[src/hw/rtl/dema_pkg.sv]
// ----------------------------------------------------------------------------
// dema_pkg
// Shared types and constants of the dual moving-average over-temperature
// timer: item layouts, mode and register codes, lane status and state types.
// ----------------------------------------------------------------------------
package dema_pkg;

   // field widths
   localparam int TEMP_W   = 16;   // signed Q8.8
   localparam int ACC_W    = 24;   // signed Q8.16
   localparam int CNT_W    = 32;
   localparam int PERIOD_W = 11;
   localparam int IVL_W    = 16;
   localparam int CSR_W    = 16;
   localparam int CSR_IDX_W = 2;

   // dividend of the average update: acc * (period - 1) + sample << 8
   localparam int NUM_W = 36;
   // magnitude bound of the dividend (weighted mean keeps it below 2^34)
   localparam int MAG_W = 35;
   // quotient bits worked out one per cycle (magnitude >> 24 is below period)
   localparam int DIV_STEPS = ACC_W;
   localparam int STEP_W    = $clog2(DIV_STEPS);

   // item modes
   localparam logic [1:0] MODE_SAMPLE = 2'd0;
   localparam logic [1:0] MODE_CHECK  = 2'd1;
   localparam logic [1:0] MODE_CLEAR  = 2'd2;

   // register indexes
   localparam logic [CSR_IDX_W-1:0] CSR_PERIOD        = 2'd0;
   localparam logic [CSR_IDX_W-1:0] CSR_INTERVAL      = 2'd1;
   localparam logic [CSR_IDX_W-1:0] CSR_FRIDGE_TARGET = 2'd2;
   localparam logic [CSR_IDX_W-1:0] CSR_FREEZER_TARGET = 2'd3;

   // register reset values
   localparam logic [PERIOD_W-1:0] PERIOD_RESET   = 11'd16;
   localparam logic [IVL_W-1:0]    INTERVAL_RESET = 16'd60;
   localparam logic signed [TEMP_W-1:0] FRIDGE_TARGET_RESET  = 16'sd1024;
   localparam logic signed [TEMP_W-1:0] FREEZER_TARGET_RESET = -16'sd4608;

   // input item
   typedef struct packed {
      logic [1:0]               mode;
      logic signed [TEMP_W-1:0] fridge_sample;
      logic signed [TEMP_W-1:0] freezer_sample;
   } req_type;

   // result item
   typedef struct packed {
      logic signed [TEMP_W-1:0] fridge_average;
      logic signed [TEMP_W-1:0] freezer_average;
      logic [CNT_W-1:0]         fridge_over_seconds;
      logic [CNT_W-1:0]         freezer_over_seconds;
      logic                     alarm_led;
      logic                     fridge_hot;
      logic                     freezer_hot;
   } rsp_type;

   // status of one lane toward the merge stage
   typedef struct packed {
      logic                    done;
      logic                    hot;
      logic signed [ACC_W-1:0] acc;
      logic [CNT_W-1:0]        count;
   } lane_out_type;

   typedef enum logic [2:0] {
      LANE_IDLE,
      LANE_MUL,
      LANE_ABS,
      LANE_DIV,
      LANE_FIX
   } lane_state_type;

   typedef enum logic [1:0] {
      TOP_IDLE,
      TOP_BUSY,
      TOP_HOLD
   } top_state_type;

endpackage

[src/hw/rtl/dema_lane.sv]
// ----------------------------------------------------------------------------
// dema_lane
// One temperature channel: running average with a multiply stage and a
// one-bit-per-cycle floor divider, over-target check and saturating counter.
// ----------------------------------------------------------------------------
module dema_lane import dema_pkg::*; (
   input  logic                       clock,
   input  logic                       reset,
   input  logic                       start,
   input  logic [1:0]                 mode,
   input  logic signed [TEMP_W-1:0]   sample,
   input  logic [PERIOD_W-1:0]        period,
   input  logic [IVL_W-1:0]           interval,
   input  logic signed [TEMP_W-1:0]   target,
   input  logic signed [ACC_W-1:0]    acc_reset,
   output lane_out_type               status
);

   lane_state_type state_ff, state_in;

   logic signed [TEMP_W-1:0] sample_ff, sample_in;
   logic [PERIOD_W-1:0]      pe_ff, pe_in;
   logic signed [NUM_W-1:0]  num_ff, num_in;
   logic                     neg_ff, neg_in;
   logic [PERIOD_W-1:0]      rem_ff, rem_in;
   logic [ACC_W-1:0]         quo_ff, quo_in;
   logic [STEP_W-1:0]        step_ff, step_in;
   logic signed [ACC_W-1:0]  acc_ff, acc_in;
   logic [CNT_W-1:0]         count_ff, count_in;
   logic                     hot_ff, hot_in;
   logic                     done_ff, done_in;

   logic [PERIOD_W-1:0]      pm1;
   logic [MAG_W-1:0]         mag;
   logic [PERIOD_W:0]        shifted;
   logic [PERIOD_W+1:0]      trial;
   logic                     over;
   logic [CNT_W:0]           sum;

   // shared arithmetic terms
   assign pm1     = pe_ff - PERIOD_W'(1);
   assign mag     = num_ff[NUM_W-1] ? MAG_W'(-num_ff) : MAG_W'(num_ff);
   assign shifted = {rem_ff, quo_ff[ACC_W-1]};
   assign trial   = {1'b0, shifted} - {2'b00, pe_ff};
   assign over    = acc_ff > $signed({target, 8'h00});
   assign sum     = {1'b0, count_ff} + {{(CNT_W-IVL_W+1){1'b0}}, interval};

   // next state
   always_comb begin
      state_in = state_ff;
      case (state_ff)
         LANE_IDLE: begin
            if (start && mode == MODE_SAMPLE) state_in = LANE_MUL;
         end
         LANE_MUL: state_in = LANE_ABS;
         LANE_ABS: state_in = LANE_DIV;
         LANE_DIV: begin
            if (step_ff == STEP_W'(DIV_STEPS-1)) state_in = LANE_FIX;
         end
         LANE_FIX: state_in = LANE_IDLE;
         default:  state_in = LANE_IDLE;
      endcase
   end

   // datapath per state
   always_comb begin
      sample_in = sample_ff;
      pe_in     = pe_ff;
      num_in    = num_ff;
      neg_in    = neg_ff;
      rem_in    = rem_ff;
      quo_in    = quo_ff;
      step_in   = step_ff;
      acc_in    = acc_ff;
      count_in  = count_ff;
      hot_in    = hot_ff;
      done_in   = 1'b0;
      case (state_ff)
         LANE_IDLE: begin
            if (start) begin
               case (mode)
                  MODE_SAMPLE: begin
                     sample_in = sample;
                     // period zero acts as one
                     pe_in = (period == '0) ? PERIOD_W'(1) : period;
                  end
                  MODE_CHECK: begin
                     hot_in = over;
                     if (over) count_in = sum[CNT_W] ? '1 : sum[CNT_W-1:0];
                     done_in = 1'b1;
                  end
                  MODE_CLEAR: begin
                     count_in = '0;
                     done_in  = 1'b1;
                  end
                  default: begin
                     // mode three leaves the state alone
                     done_in = 1'b1;
                  end
               endcase
            end
         end
         LANE_MUL: begin
            num_in = $signed(acc_ff) * $signed({1'b0, pm1})
                   + $signed({{(NUM_W-TEMP_W-8){sample_ff[TEMP_W-1]}}, sample_ff, 8'h00});
         end
         LANE_ABS: begin
            // top bits of the magnitude are already below the period
            neg_in  = num_ff[NUM_W-1];
            rem_in  = mag[MAG_W-1:ACC_W];
            quo_in  = mag[ACC_W-1:0];
            step_in = '0;
         end
         LANE_DIV: begin
            // restoring step, quotient bit shifts in from the right
            if (!trial[PERIOD_W+1]) begin
               rem_in = trial[PERIOD_W-1:0];
               quo_in = {quo_ff[ACC_W-2:0], 1'b1};
            end else begin
               rem_in = shifted[PERIOD_W-1:0];
               quo_in = {quo_ff[ACC_W-2:0], 1'b0};
            end
            step_in = step_ff + STEP_W'(1);
         end
         LANE_FIX: begin
            // floor for a negative dividend rounds the magnitude up
            if (neg_ff) acc_in = (rem_ff != '0) ? $signed(~quo_ff) : $signed(-quo_ff);
            else        acc_in = $signed(quo_ff);
            done_in = 1'b1;
         end
         default: begin
            done_in = 1'b0;
         end
      endcase
   end

   // registers
   always_ff @(posedge clock) begin
      if (reset) begin
         state_ff <= LANE_IDLE;
         acc_ff   <= acc_reset;
         count_ff <= '0;
         hot_ff   <= 1'b0;
         done_ff  <= 1'b0;
      end else begin
         state_ff <= state_in;
         acc_ff   <= acc_in;
         count_ff <= count_in;
         hot_ff   <= hot_in;
         done_ff  <= done_in;
      end
   end

   always_ff @(posedge clock) begin
      sample_ff <= sample_in;
      pe_ff     <= pe_in;
      num_ff    <= num_in;
      neg_ff    <= neg_in;
      rem_ff    <= rem_in;
      quo_ff    <= quo_in;
      step_ff   <= step_in;
   end

   assign status.done  = done_ff;
   assign status.hot   = hot_ff;
   assign status.acc   = acc_ff;
   assign status.count = count_ff;

endmodule

[src/hw/rtl/dema_merge.sv]
// ----------------------------------------------------------------------------
// dema_merge
// Combines the two lanes into one result item and holds it in the output
// register until the consumer takes it.
// ----------------------------------------------------------------------------
module dema_merge import dema_pkg::*; (
   input  logic         clock,
   input  logic         reset,
   input  logic         load,
   input  lane_out_type fridge,
   input  lane_out_type freezer,
   output logic         can_load,
   output logic         rsp_valid,
   input  logic         rsp_ready,
   output rsp_type      rsp_data
);

   logic    valid_ff, valid_in;
   rsp_type data_ff, data_in;

   assign can_load = !valid_ff || rsp_ready;

   // assemble result item from lane state
   always_comb begin
      data_in = data_ff;
      if (load) begin
         data_in.fridge_average       = fridge.acc[ACC_W-1:8];
         data_in.freezer_average      = freezer.acc[ACC_W-1:8];
         data_in.fridge_over_seconds  = fridge.count;
         data_in.freezer_over_seconds = freezer.count;
         data_in.alarm_led            = fridge.hot | freezer.hot;
         data_in.fridge_hot           = fridge.hot;
         data_in.freezer_hot          = freezer.hot;
      end
   end

   // output valid
   always_comb begin
      valid_in = valid_ff;
      if (load)           valid_in = 1'b1;
      else if (rsp_ready) valid_in = 1'b0;
   end

   always_ff @(posedge clock) begin
      if (reset) valid_ff <= 1'b0;
      else       valid_ff <= valid_in;
   end

   always_ff @(posedge clock) begin
      data_ff <= data_in;
   end

   assign rsp_valid = valid_ff;
   assign rsp_data  = data_ff;

endmodule

[src/hw/rtl/dual_ema_over_threshold_timer_unit.sv]
// ----------------------------------------------------------------------------
// dual_ema_over_threshold_timer_unit
// Two-channel temperature monitor: exponential moving averages, over-target
// checks with saturating over-time counters, one result item per input item.
//
//   channel  ports                       direction  handshake
//   request  req_valid/req_ready/req_data  in        valid/ready
//   response rsp_valid/rsp_ready/rsp_data  out       valid/ready
//   config   csr_we/csr_index/csr_wdata    in        write enable only
//
// A sample item goes from acceptance to result through a latch step, a multiply
// stage, a magnitude stage, 24 steps of the one-bit-per-cycle divider in each
// lane and a rounding step. Check, clear and undefined-mode items finish in the
// lane's idle state. One item is in flight at a time; a new item is taken while
// the previous result still waits in the output register. A stalled response
// holds the finished lane state until the register frees. Synchronous reset
// resets control, configuration, counters and flags and sets averages to targets.
// ----------------------------------------------------------------------------
module dual_ema_over_threshold_timer_unit import dema_pkg::*; (
   input  logic                 clock,
   input  logic                 reset,
   input  logic                 req_valid,
   output logic                 req_ready,
   input  req_type              req_data,
   output logic                 rsp_valid,
   input  logic                 rsp_ready,
   output rsp_type              rsp_data,
   input  logic                 csr_we,
   input  logic [CSR_IDX_W-1:0] csr_index,
   input  logic [CSR_W-1:0]     csr_wdata
);

   top_state_type state_ff, state_in;

   logic [PERIOD_W-1:0]      period_ff;
   logic [IVL_W-1:0]         interval_ff;
   logic signed [TEMP_W-1:0] fridge_target_ff;
   logic signed [TEMP_W-1:0] freezer_target_ff;

   logic         accept;
   logic         load;
   logic         can_load;
   lane_out_type fridge_st;
   lane_out_type freezer_st;

   // configuration registers
   always_ff @(posedge clock) begin
      if (reset) begin
         period_ff         <= PERIOD_RESET;
         interval_ff       <= INTERVAL_RESET;
         fridge_target_ff  <= FRIDGE_TARGET_RESET;
         freezer_target_ff <= FREEZER_TARGET_RESET;
      end else if (csr_we) begin
         case (csr_index)
            CSR_PERIOD:         period_ff         <= csr_wdata[PERIOD_W-1:0];
            CSR_INTERVAL:       interval_ff       <= csr_wdata[IVL_W-1:0];
            CSR_FRIDGE_TARGET:  fridge_target_ff  <= $signed(csr_wdata[TEMP_W-1:0]);
            CSR_FREEZER_TARGET: freezer_target_ff <= $signed(csr_wdata[TEMP_W-1:0]);
            default: begin
            end
         endcase
      end
   end

   // sequencer next state
   always_comb begin
      state_in = state_ff;
      case (state_ff)
         TOP_IDLE: begin
            if (req_valid) state_in = TOP_BUSY;
         end
         TOP_BUSY: begin
            if (fridge_st.done) state_in = can_load ? TOP_IDLE : TOP_HOLD;
         end
         TOP_HOLD: begin
            if (can_load) state_in = TOP_IDLE;
         end
         default: state_in = TOP_IDLE;
      endcase
   end

   // sequencer outputs
   always_comb begin
      req_ready = 1'b0;
      load      = 1'b0;
      case (state_ff)
         TOP_IDLE: req_ready = 1'b1;
         TOP_BUSY: load = fridge_st.done && can_load;
         TOP_HOLD: load = can_load;
         default: begin
            req_ready = 1'b0;
         end
      endcase
   end

   assign accept = req_valid && req_ready;

   always_ff @(posedge clock) begin
      if (reset) state_ff <= TOP_IDLE;
      else       state_ff <= state_in;
   end

   // one lane per channel
   dema_lane u_fridge (
      .clock     (clock),
      .reset     (reset),
      .start     (accept),
      .mode      (req_data.mode),
      .sample    (req_data.fridge_sample),
      .period    (period_ff),
      .interval  (interval_ff),
      .target    (fridge_target_ff),
      .acc_reset ({FRIDGE_TARGET_RESET, 8'h00}),
      .status    (fridge_st)
   );

   dema_lane u_freezer (
      .clock     (clock),
      .reset     (reset),
      .start     (accept),
      .mode      (req_data.mode),
      .sample    (req_data.freezer_sample),
      .period    (period_ff),
      .interval  (interval_ff),
      .target    (freezer_target_ff),
      .acc_reset ({FREEZER_TARGET_RESET, 8'h00}),
      .status    (freezer_st)
   );

   // result assembly and output register
   dema_merge u_merge (
      .clock     (clock),
      .reset     (reset),
      .load      (load),
      .fridge    (fridge_st),
      .freezer   (freezer_st),
      .can_load  (can_load),
      .rsp_valid (rsp_valid),
      .rsp_ready (rsp_ready),
      .rsp_data  (rsp_data)
   );

`ifndef SYNTHESIS
   // both lanes share period and start, so they finish together
   assert property (@(posedge clock) disable iff (reset)
      fridge_st.done == freezer_st.done)
      else $error("lanes finished out of step");

   // a lane finishes only while the sequencer waits for it
   assert property (@(posedge clock) disable iff (reset)
      fridge_st.done |-> state_ff == TOP_BUSY)
      else $error("lane done outside busy state");

   // loaded averages follow the lane accumulators
   assert property (@(posedge clock) disable iff (reset)
      load |=> rsp_valid && rsp_data.fridge_average == $past(fridge_st.acc[ACC_W-1:8])
               && rsp_data.freezer_average == $past(freezer_st.acc[ACC_W-1:8]))
      else $error("result item does not match lane state");

   // alarm is the union of the two hot flags
   assert property (@(posedge clock) disable iff (reset)
      rsp_valid |-> rsp_data.alarm_led == (rsp_data.fridge_hot || rsp_data.freezer_hot))
      else $error("alarm flag inconsistent with hot flags");
`endif

endmodule

[config.mk]
export PLATFORM = sky130hd
export DESIGN_NAME = dual_ema_over_threshold_timer_unit
export DESIGN_NICKNAME = d
export VERILOG_FILES = /design/src/hw/rtl/dema_pkg.sv /design/src/hw/rtl/dema_lane.sv /design/src/hw/rtl/dema_merge.sv /design/src/hw/rtl/dual_ema_over_threshold_timer_unit.sv
export SDC_FILE = /design/constraint.sdc
export NUM_CORES = 2
export LEC_CHECK = 0
export ABC_AREA = 1
export BUFFER_PORTS_ARGS = -buffer_cell sky130_fd_sc_hd__buf_2
export CAP_MARGIN = 30
export CORE_AREA = 8 8 358 360
export CTS_CLUSTER_DIAMETER = 50
export CTS_CLUSTER_SIZE = 10
export DETAILED_ROUTE_END_ITERATION = 8
export DIE_AREA = 0 0 366 368
export REMOVE_ABC_BUFFERS = 1
export SYNTH_ARGS = -nofsm -noshare
export SYNTH_HDL_FRONTEND = slang
export SYNTH_SLANG_ARGS = --single-unit
[constraint.sdc]
create_clock -name clock -period 13.32 [get_ports clock]
set_input_delay 0.666 -clock clock [delete_from_list [all_inputs] [get_ports clock]]
set_output_delay 0.666 -clock clock [all_outputs]
set_load 0.05 [all_outputs]
Yosys cells after proc, flatten, opt, wreduce, memory -nomap -nowiden
Index checks and enable logic that the tools add are counted.
{"block": "op_classes", "addsub": 14, "mul": 2, "magnitude_cmp": 2, "eq_ne": 26, "muxes": 40, "n_bitwise": 3, "reduce_logical": 30}
{"cell": "$mux 32", "n": 4}
{"cell": "$pmux 32 s2", "n": 2}
{"cell": "$mux 24", "n": 4}
{"cell": "$pmux 24 s2", "n": 2}
{"cell": "$add 36x24->36", "n": 2}
{"cell": "$mul 24x12->36", "n": 2}
{"cell": "$mux 35", "n": 2}
{"cell": "$neg 35->35", "n": 2}
{"cell": "$add 32x16->33", "n": 2}
{"cell": "$gt 24x24->1", "n": 2}
{"cell": "$neg 24->24", "n": 2}
{"cell": "$not 24->24", "n": 2}
{"cell": "$pmux 11 s2", "n": 2}
{"cell": "$mux 11", "n": 3}
{"cell": "$sub 12x11->13", "n": 2}
{"cell": "$pmux 3 s4", "n": 2}
{"cell": "$reduce_bool 11->1", "n": 2}
{"cell": "$sub 11x1->11 const B", "n": 2}
{"cell": "$pmux 5 s2", "n": 2}
{"cell": "$reduce_and 3->1", "n": 5}
{"cell": "$eq 3x2->1 const B", "n": 4}
{"cell": "$ne 2x1->1 const B", "n": 6}
{"cell": "$reduce_and 2->1", "n": 6}
{"cell": "$logic_not 11->1", "n": 1}
{"cell": "20 further kinds", "n": 52}
{"block": "word_totals", "register_bits": 490, "inputBits": 57, "out_inout_bits": 101, "word_cells": 153}

Logic depth before layout (Yosys ltp)
{"block": "logic_depth", "ltp_word": 6, "ltp_mapped": 39, "depth_no_buf": 37}

Cells and area by module
Synthesis repeated with hierarchy kept, for this count alone.
{"block": "hier_totals", "cells_unflattened": 5866, "hier_area_um2": 47274.1}
{"mod": "dema_lane (u_fridge)", "instances": 1, "cells_each": 2753, "area_each_um2": 21161.5, "seq_area_each_um2": 4584.4}
{"mod": "dema_lane (u_freezer)", "instances": 1, "cells_each": 2736, "area_each_um2": 20837.5, "seq_area_each_um2": 4584.4}
{"mod": "dema_merge", "instances": 1, "cells_each": 105, "area_each_um2": 3021.6, "seq_area_each_um2": 2992.9}
{"mod": "dual_ema_over_threshold_timer_unit", "instances": 1, "cells_each": 272, "area_each_um2": 2253.4, "seq_area_each_um2": 1221.2}

Worst setup path before layout
No wires, ideal clock.
{"block": "synth_path", "path_type": "reg-to-reg", "start": "register u_freezer.pe_ff[0]", "end": "register u_freezer.num_ff[31] (data pin)", "setup_time_ps": 252, "t_arrival_ps": 5885, "required_time_ps": 13068, "slack_ps": 7183, "path_stages_with_launch": 35, "path_buffers": 2, "period_less_slack_ps": 6137, "cell_sequence": "edfxtp_1 -> inv_1 -> buf_1 -> ha_1 -> inv_1 -> nor2_1 -> inv_1 -> nor3_2 -> inv_1 -> nor3_2 -> or2_2 -> nand2_1 -> inv_2 -> buf_6 -> nand2_1 -> fa_1 -> inv_1 -> fa_1 -> fa_1 -> fa_1 -> inv_1 -> fa_1 -> inv_1 -> ha_1 -> nand2_1 -> nor2_1 -> inv_1 -> nor2_1 -> nand4_1 -> nand3_1 -> nand2_1 -> nand2_1 -> nand2_1 -> nand3_1 -> nand2_1"}
{"block": "synth_between", "elab_chain_len": 3}
{"element": "start, declared", "line_no": "dema_lane.sv:22", "rtl": "logic [PERIOD_W-1:0] pe_ff, pe_in;"}
{"element": "start signal, assigned", "line_no": "dema_lane.sv:156", "rtl": "pe_ff <= pe_in;"}
{"element": "$sub 11x1->11", "line_no": "dema_lane.sv:41", "rtl": "assign pm1 = pe_ff - PERIOD_W'(1);"}
{"element": "$mul 24x12->36", "line_no": "dema_lane.sv:104", "rtl": "num_in = $signed(acc_ff) * $signed({1'b0, pm1})"}
{"element": "$add 36x24->36", "line_no": "dema_lane.sv:105", "rtl": "+ $signed({{(NUM_W-TEMP_W-8){sample_ff[TEMP_W-1]}}, sample_ff, 8'h00});"}
{"element": "end signal, assigned", "line_no": "dema_lane.sv:157", "rtl": "num_ff <= num_in;"}
{"element": "end, declared", "line_no": "dema_lane.sv:23", "rtl": "logic signed [NUM_W-1:0] num_ff, num_in;"}
Every way passes these cells.
A chain may end at the register's enable or synchronous reset.

Worst setup path in the final report
{"block": "layout_path", "start": "register u_fridge.pe_ff[0]", "end": "register u_fridge.num_ff[33] (data pin)"}
{"block": "layout_between", "elab_chain_len": 3}
{"element": "start, declared", "line_no": "dema_lane.sv:22"}
{"element": "start signal, assigned", "line_no": "dema_lane.sv:156"}
{"element": "$sub 11x1->11", "line_no": "dema_lane.sv:41"}
{"element": "$mul 24x12->36", "line_no": "dema_lane.sv:104"}
{"element": "$add 36x24->36", "line_no": "dema_lane.sv:105"}
{"element": "end signal, assigned", "line_no": "dema_lane.sv:157"}
{"element": "end, declared", "line_no": "dema_lane.sv:23"}
Every way passes these cells.

==> qor.yml <==
synth_cells: 5784
cts.sinks: 490
grt_antenna_before_repair: 6
holdPathStages: 1
wl_per_cell_um: 18.3
cp_max_fo: 21
hp-start: "req_data[15]"
worstMarginPinSlew_ns: 1.01
fin_util: 0.419
numCtsBuffers: 84
r2r_start: "u_fridge.pe_ff[0]$_DFFE_PP_"
gp_congestion: 0.947
fin_crit_sh: 0.554
rsz0062_at_grt: "no"
peakVddDrop_v: 0.000385
ys.flop_type: "edfxtp_1"
setup_violations: 0
min_to: "u_freezer.sample_ff[15]$_DFFE_PP_"
path_cells: "inv_2 -> ha_1 -> inv_1 -> nand2_1 -> nand2_1 -> inv_1 -> nand2_1 -> fa_1 -> inv_1 -> fa_1 -> fa_1 -> inv_1 -> fa_1 -> inv_1 -> fa_1 -> ha_1 -> nand2_1 -> o21ai_2 -> a21oi_1 -> o21ai_0 -> nand3_1 -> nand3_1 -> nand2_1"
timing.rr.end: "u_fridge.num_ff[33]$_DFFE_PP_"
synth_edf_count: 307
n_fill_cell: 12537
synth_cell_types: 57
critPathLaunchType: "register"
yosys_warnings: 0
critPathMaxStageDelay_ns: 0.77
fin_worst_skew_ns: 0.0299
grt_pass1_vias: 37963
clk_latency_ns: 0.67
hpwl_um: 109000
power.density_nw_per_um2: 189
critPathRequiredTime_ns: 13.74
dieWidth_um: 366
timing.fmax_mhz: 136
postCtsSetupBuffers: 0
fin_area_um2: 51500
grt_max_degree: 80
crit_slowest_cell: "inv_1"
drt_first_pass_iters: 6
cts_tree: "built"
syn_area_um2: 46200
cts_resized: 0
layout_min_cycle_time_ns: 7.38
dieArea_um2: 135000
final_nets: 6697
rows: 129
postSynth.asyncResetShare: 0
vias_per_cell: 5.01
finalHoldViolations: 0
routed-via-count: 37995
drc: 0
maxCapViolCount: 0
multi_input_area_um2: 28500
seq_area_um2: 12900
avgSynthCellArea_um2: 7.99
grt_first_pass_wirelength_um: 218000
areaGrowthSynthToFinish_pct: 11.3
power_mw: 9.71
clockBufferDepth: 3
cp_top_family: "adder cells"
cts-root-buf: "clkbuf_16"
status: "completed"
grtUsageTotal: 0.203
first_iter_violations: 2986
ant_nets: 0
holdWs_ns: 0.174
path_buf_inv: 6
fin_setup_tns_ns: 0
leakagePower_nw: 24.3
htree_levels: 3
routed_wl_um: 138000
r2r_cells: 23
yosysSeqAreaShare: 0.279
synth_seq_cells: 490
initial_core_util: 0.377
ios: 158
coreArea_um2: 123000
cp.arrival_ns: 7.80
port-buffer-count: 157
end_kind: "register"
hp-class: "in -> reg"
max_slew_margin: 0.326
reg2reg_slack_ns: 5.94
path_class: "reg -> reg"
slew_viol_final: 0
grt_remaining_overflow: 0
cts.reportedPaths.clkPinSlew_ns: 0.06
place_area_um2: 48700
drive_gt1_frac: 0.0702
cts_hold_buf: 0
dieHeight_um: 368
logic make-up after synthesis:
| kind of cell | Yosys count | synth area share |
|---|---|---|
| AO/OA/AOI/OAI | 615 | 0.0714 |
| XOR/XNOR | 166 | 0.0316 |
| adder cells (fa/ha/maj) | 767 | 0.290 |
| buffers and inverters | 1287 | 0.107 |
| flip-flops | 490 | 0.279 |
| AND/OR/NAND/NOR | 2459 | 0.221 |
cell usage after synthesis (3+ instances only):
library cell     n  area (um2)
a21boi_0        13        97.6
a21o_1          15         113
a21oi_1        286        1430
a21oi_2          3        26.3
a22oi_1          3        22.5
a31oi_1         11        68.8
buf_1           10        37.5
buf_2           20         100
buf_4           11        82.6
buf_6            8        90.1
clkbuf_1       134         503
clkinv_1         3        11.3
dfxtp_1        183        3660
edfxtp_1       307        9220
fa_1           508       10200
ha_1           259        3240
inv_1         1084        4070
inv_2           15        56.3
nand2_1       1407        5280
nand2_2         11        68.8
nand2_4          3        33.8
nand3_1        324        1620
nand3_2         13         130
nand3_4          3        52.6
nand3b_1        13        97.6
nand4_1         45         282
nor2_1         540        2030
nor2_2          16         100
nor3_1          48         240
nor3_2          10         100
nor4_1           6        37.5
o211ai_1        14         105
o21ai_0        229        1150
o21ai_1         11        55.1
o21bai_1        11        82.6
o221ai_1         4        35.0
o31ai_1          6        45.0
or2_1            3        18.8
or2_2            7        43.8
xnor2_1         62         543
xor2_1         103         902
per-stage QoR:
step | setup slack, ns | cells
floorplan | 7.10 | 5599
global placement | 5.59 | 7416
detailed placement | 5.48 | 7423
CTS | 5.46 | 7579
global route | 5.52 | 7580
finish | 5.94 | 7582
layout make-up:
class                           instances  share of cell area
Multi-Input combinational cell       4007               0.553
Antenna cell                            2           0.0000973
Timing Repair Buffer                  188              0.0225
Clock inverter                         47             0.00995
Tap cell                             1637              0.0398
Sequential cell                       490               0.250
Clock buffer                          109              0.0437
Inverter                             1102              0.0804
how the worst max path moves through the flow:
stage                     slack (ns)                        endpoint  depth (start not counted)                    startpoint
after floorplan                 7.10  u_freezer.num_ff[31]$_DFFE_PP_                         31  u_freezer.pe_ff[0]$_DFFE_PP_
after global placement          5.59  u_freezer.num_ff[21]$_DFFE_PP_                         27  u_freezer.pe_ff[0]$_DFFE_PP_
after detailed placement        5.48  u_freezer.num_ff[21]$_DFFE_PP_                         27  u_freezer.pe_ff[0]$_DFFE_PP_
after CTS                       5.46  u_freezer.num_ff[21]$_DFFE_PP_                         27  u_freezer.pe_ff[0]$_DFFE_PP_
after global routing            5.52   u_fridge.num_ff[31]$_DFFE_PP_                         27   u_fridge.pe_ff[0]$_DFFE_PP_
final                           5.94   u_fridge.num_ff[33]$_DFFE_PP_                         23   u_fridge.pe_ff[0]$_DFFE_PP_
routing by layer:
layer,GRT usage,part of all wire,up-vias
li1,-,-,18194
met1,0.284,0.46,18470
met2,0.324,0.45,1155
met3,0.0369,0.069,172
met4,0.0499,0.020,4
met5,0,0.00017,-
flip-flops by register name, indices dropped and copies added, names as in the netlist, 24 cells and up:
| register | count |
|---|---|
| u_merge.rsp_data | 99 |
| u_freezer.num_ff | 36 |
| u_fridge.num_ff | 36 |
| u_freezer.count_ff | 32 |
| u_fridge.count_ff | 32 |
| u_freezer.acc_ff | 24 |
| u_freezer.quo_ff | 24 |
| u_fridge.acc_ff | 24 |
| u_fridge.quo_ff | 24 |
cell usage in the layout (no fill, tap or decap), types with 14 or more instances in the layout:
cell / n
edfxtp_1: 307
nor2_2: 18
xor2_1: 102
nand4_1: 45
xnor2_1: 62
nor2_1: 534
buf_2: 156
inv_2: 16
nor3_1: 48
inv_6: 18
nand3_1: 324
o21ai_0: 229
inv_1: 1083
a21o_1: 15
fa_1: 508
ha_1: 259
clkbuf_1: 21
buf_4: 24
dfxtp_1: 183
nand2_1: 1407
o211ai_1: 14
clkbuf_16: 85
a21oi_1: 284
power by group:
group	switching (mW)	total [mW]	internal [mW]
combinational	3.38	5.16	1.78
sequential	0.256	2.39	2.13
clock	0.848	2.16	1.31
total	4.49	9.71	5.22
Power figures use the tool's default switching activity.
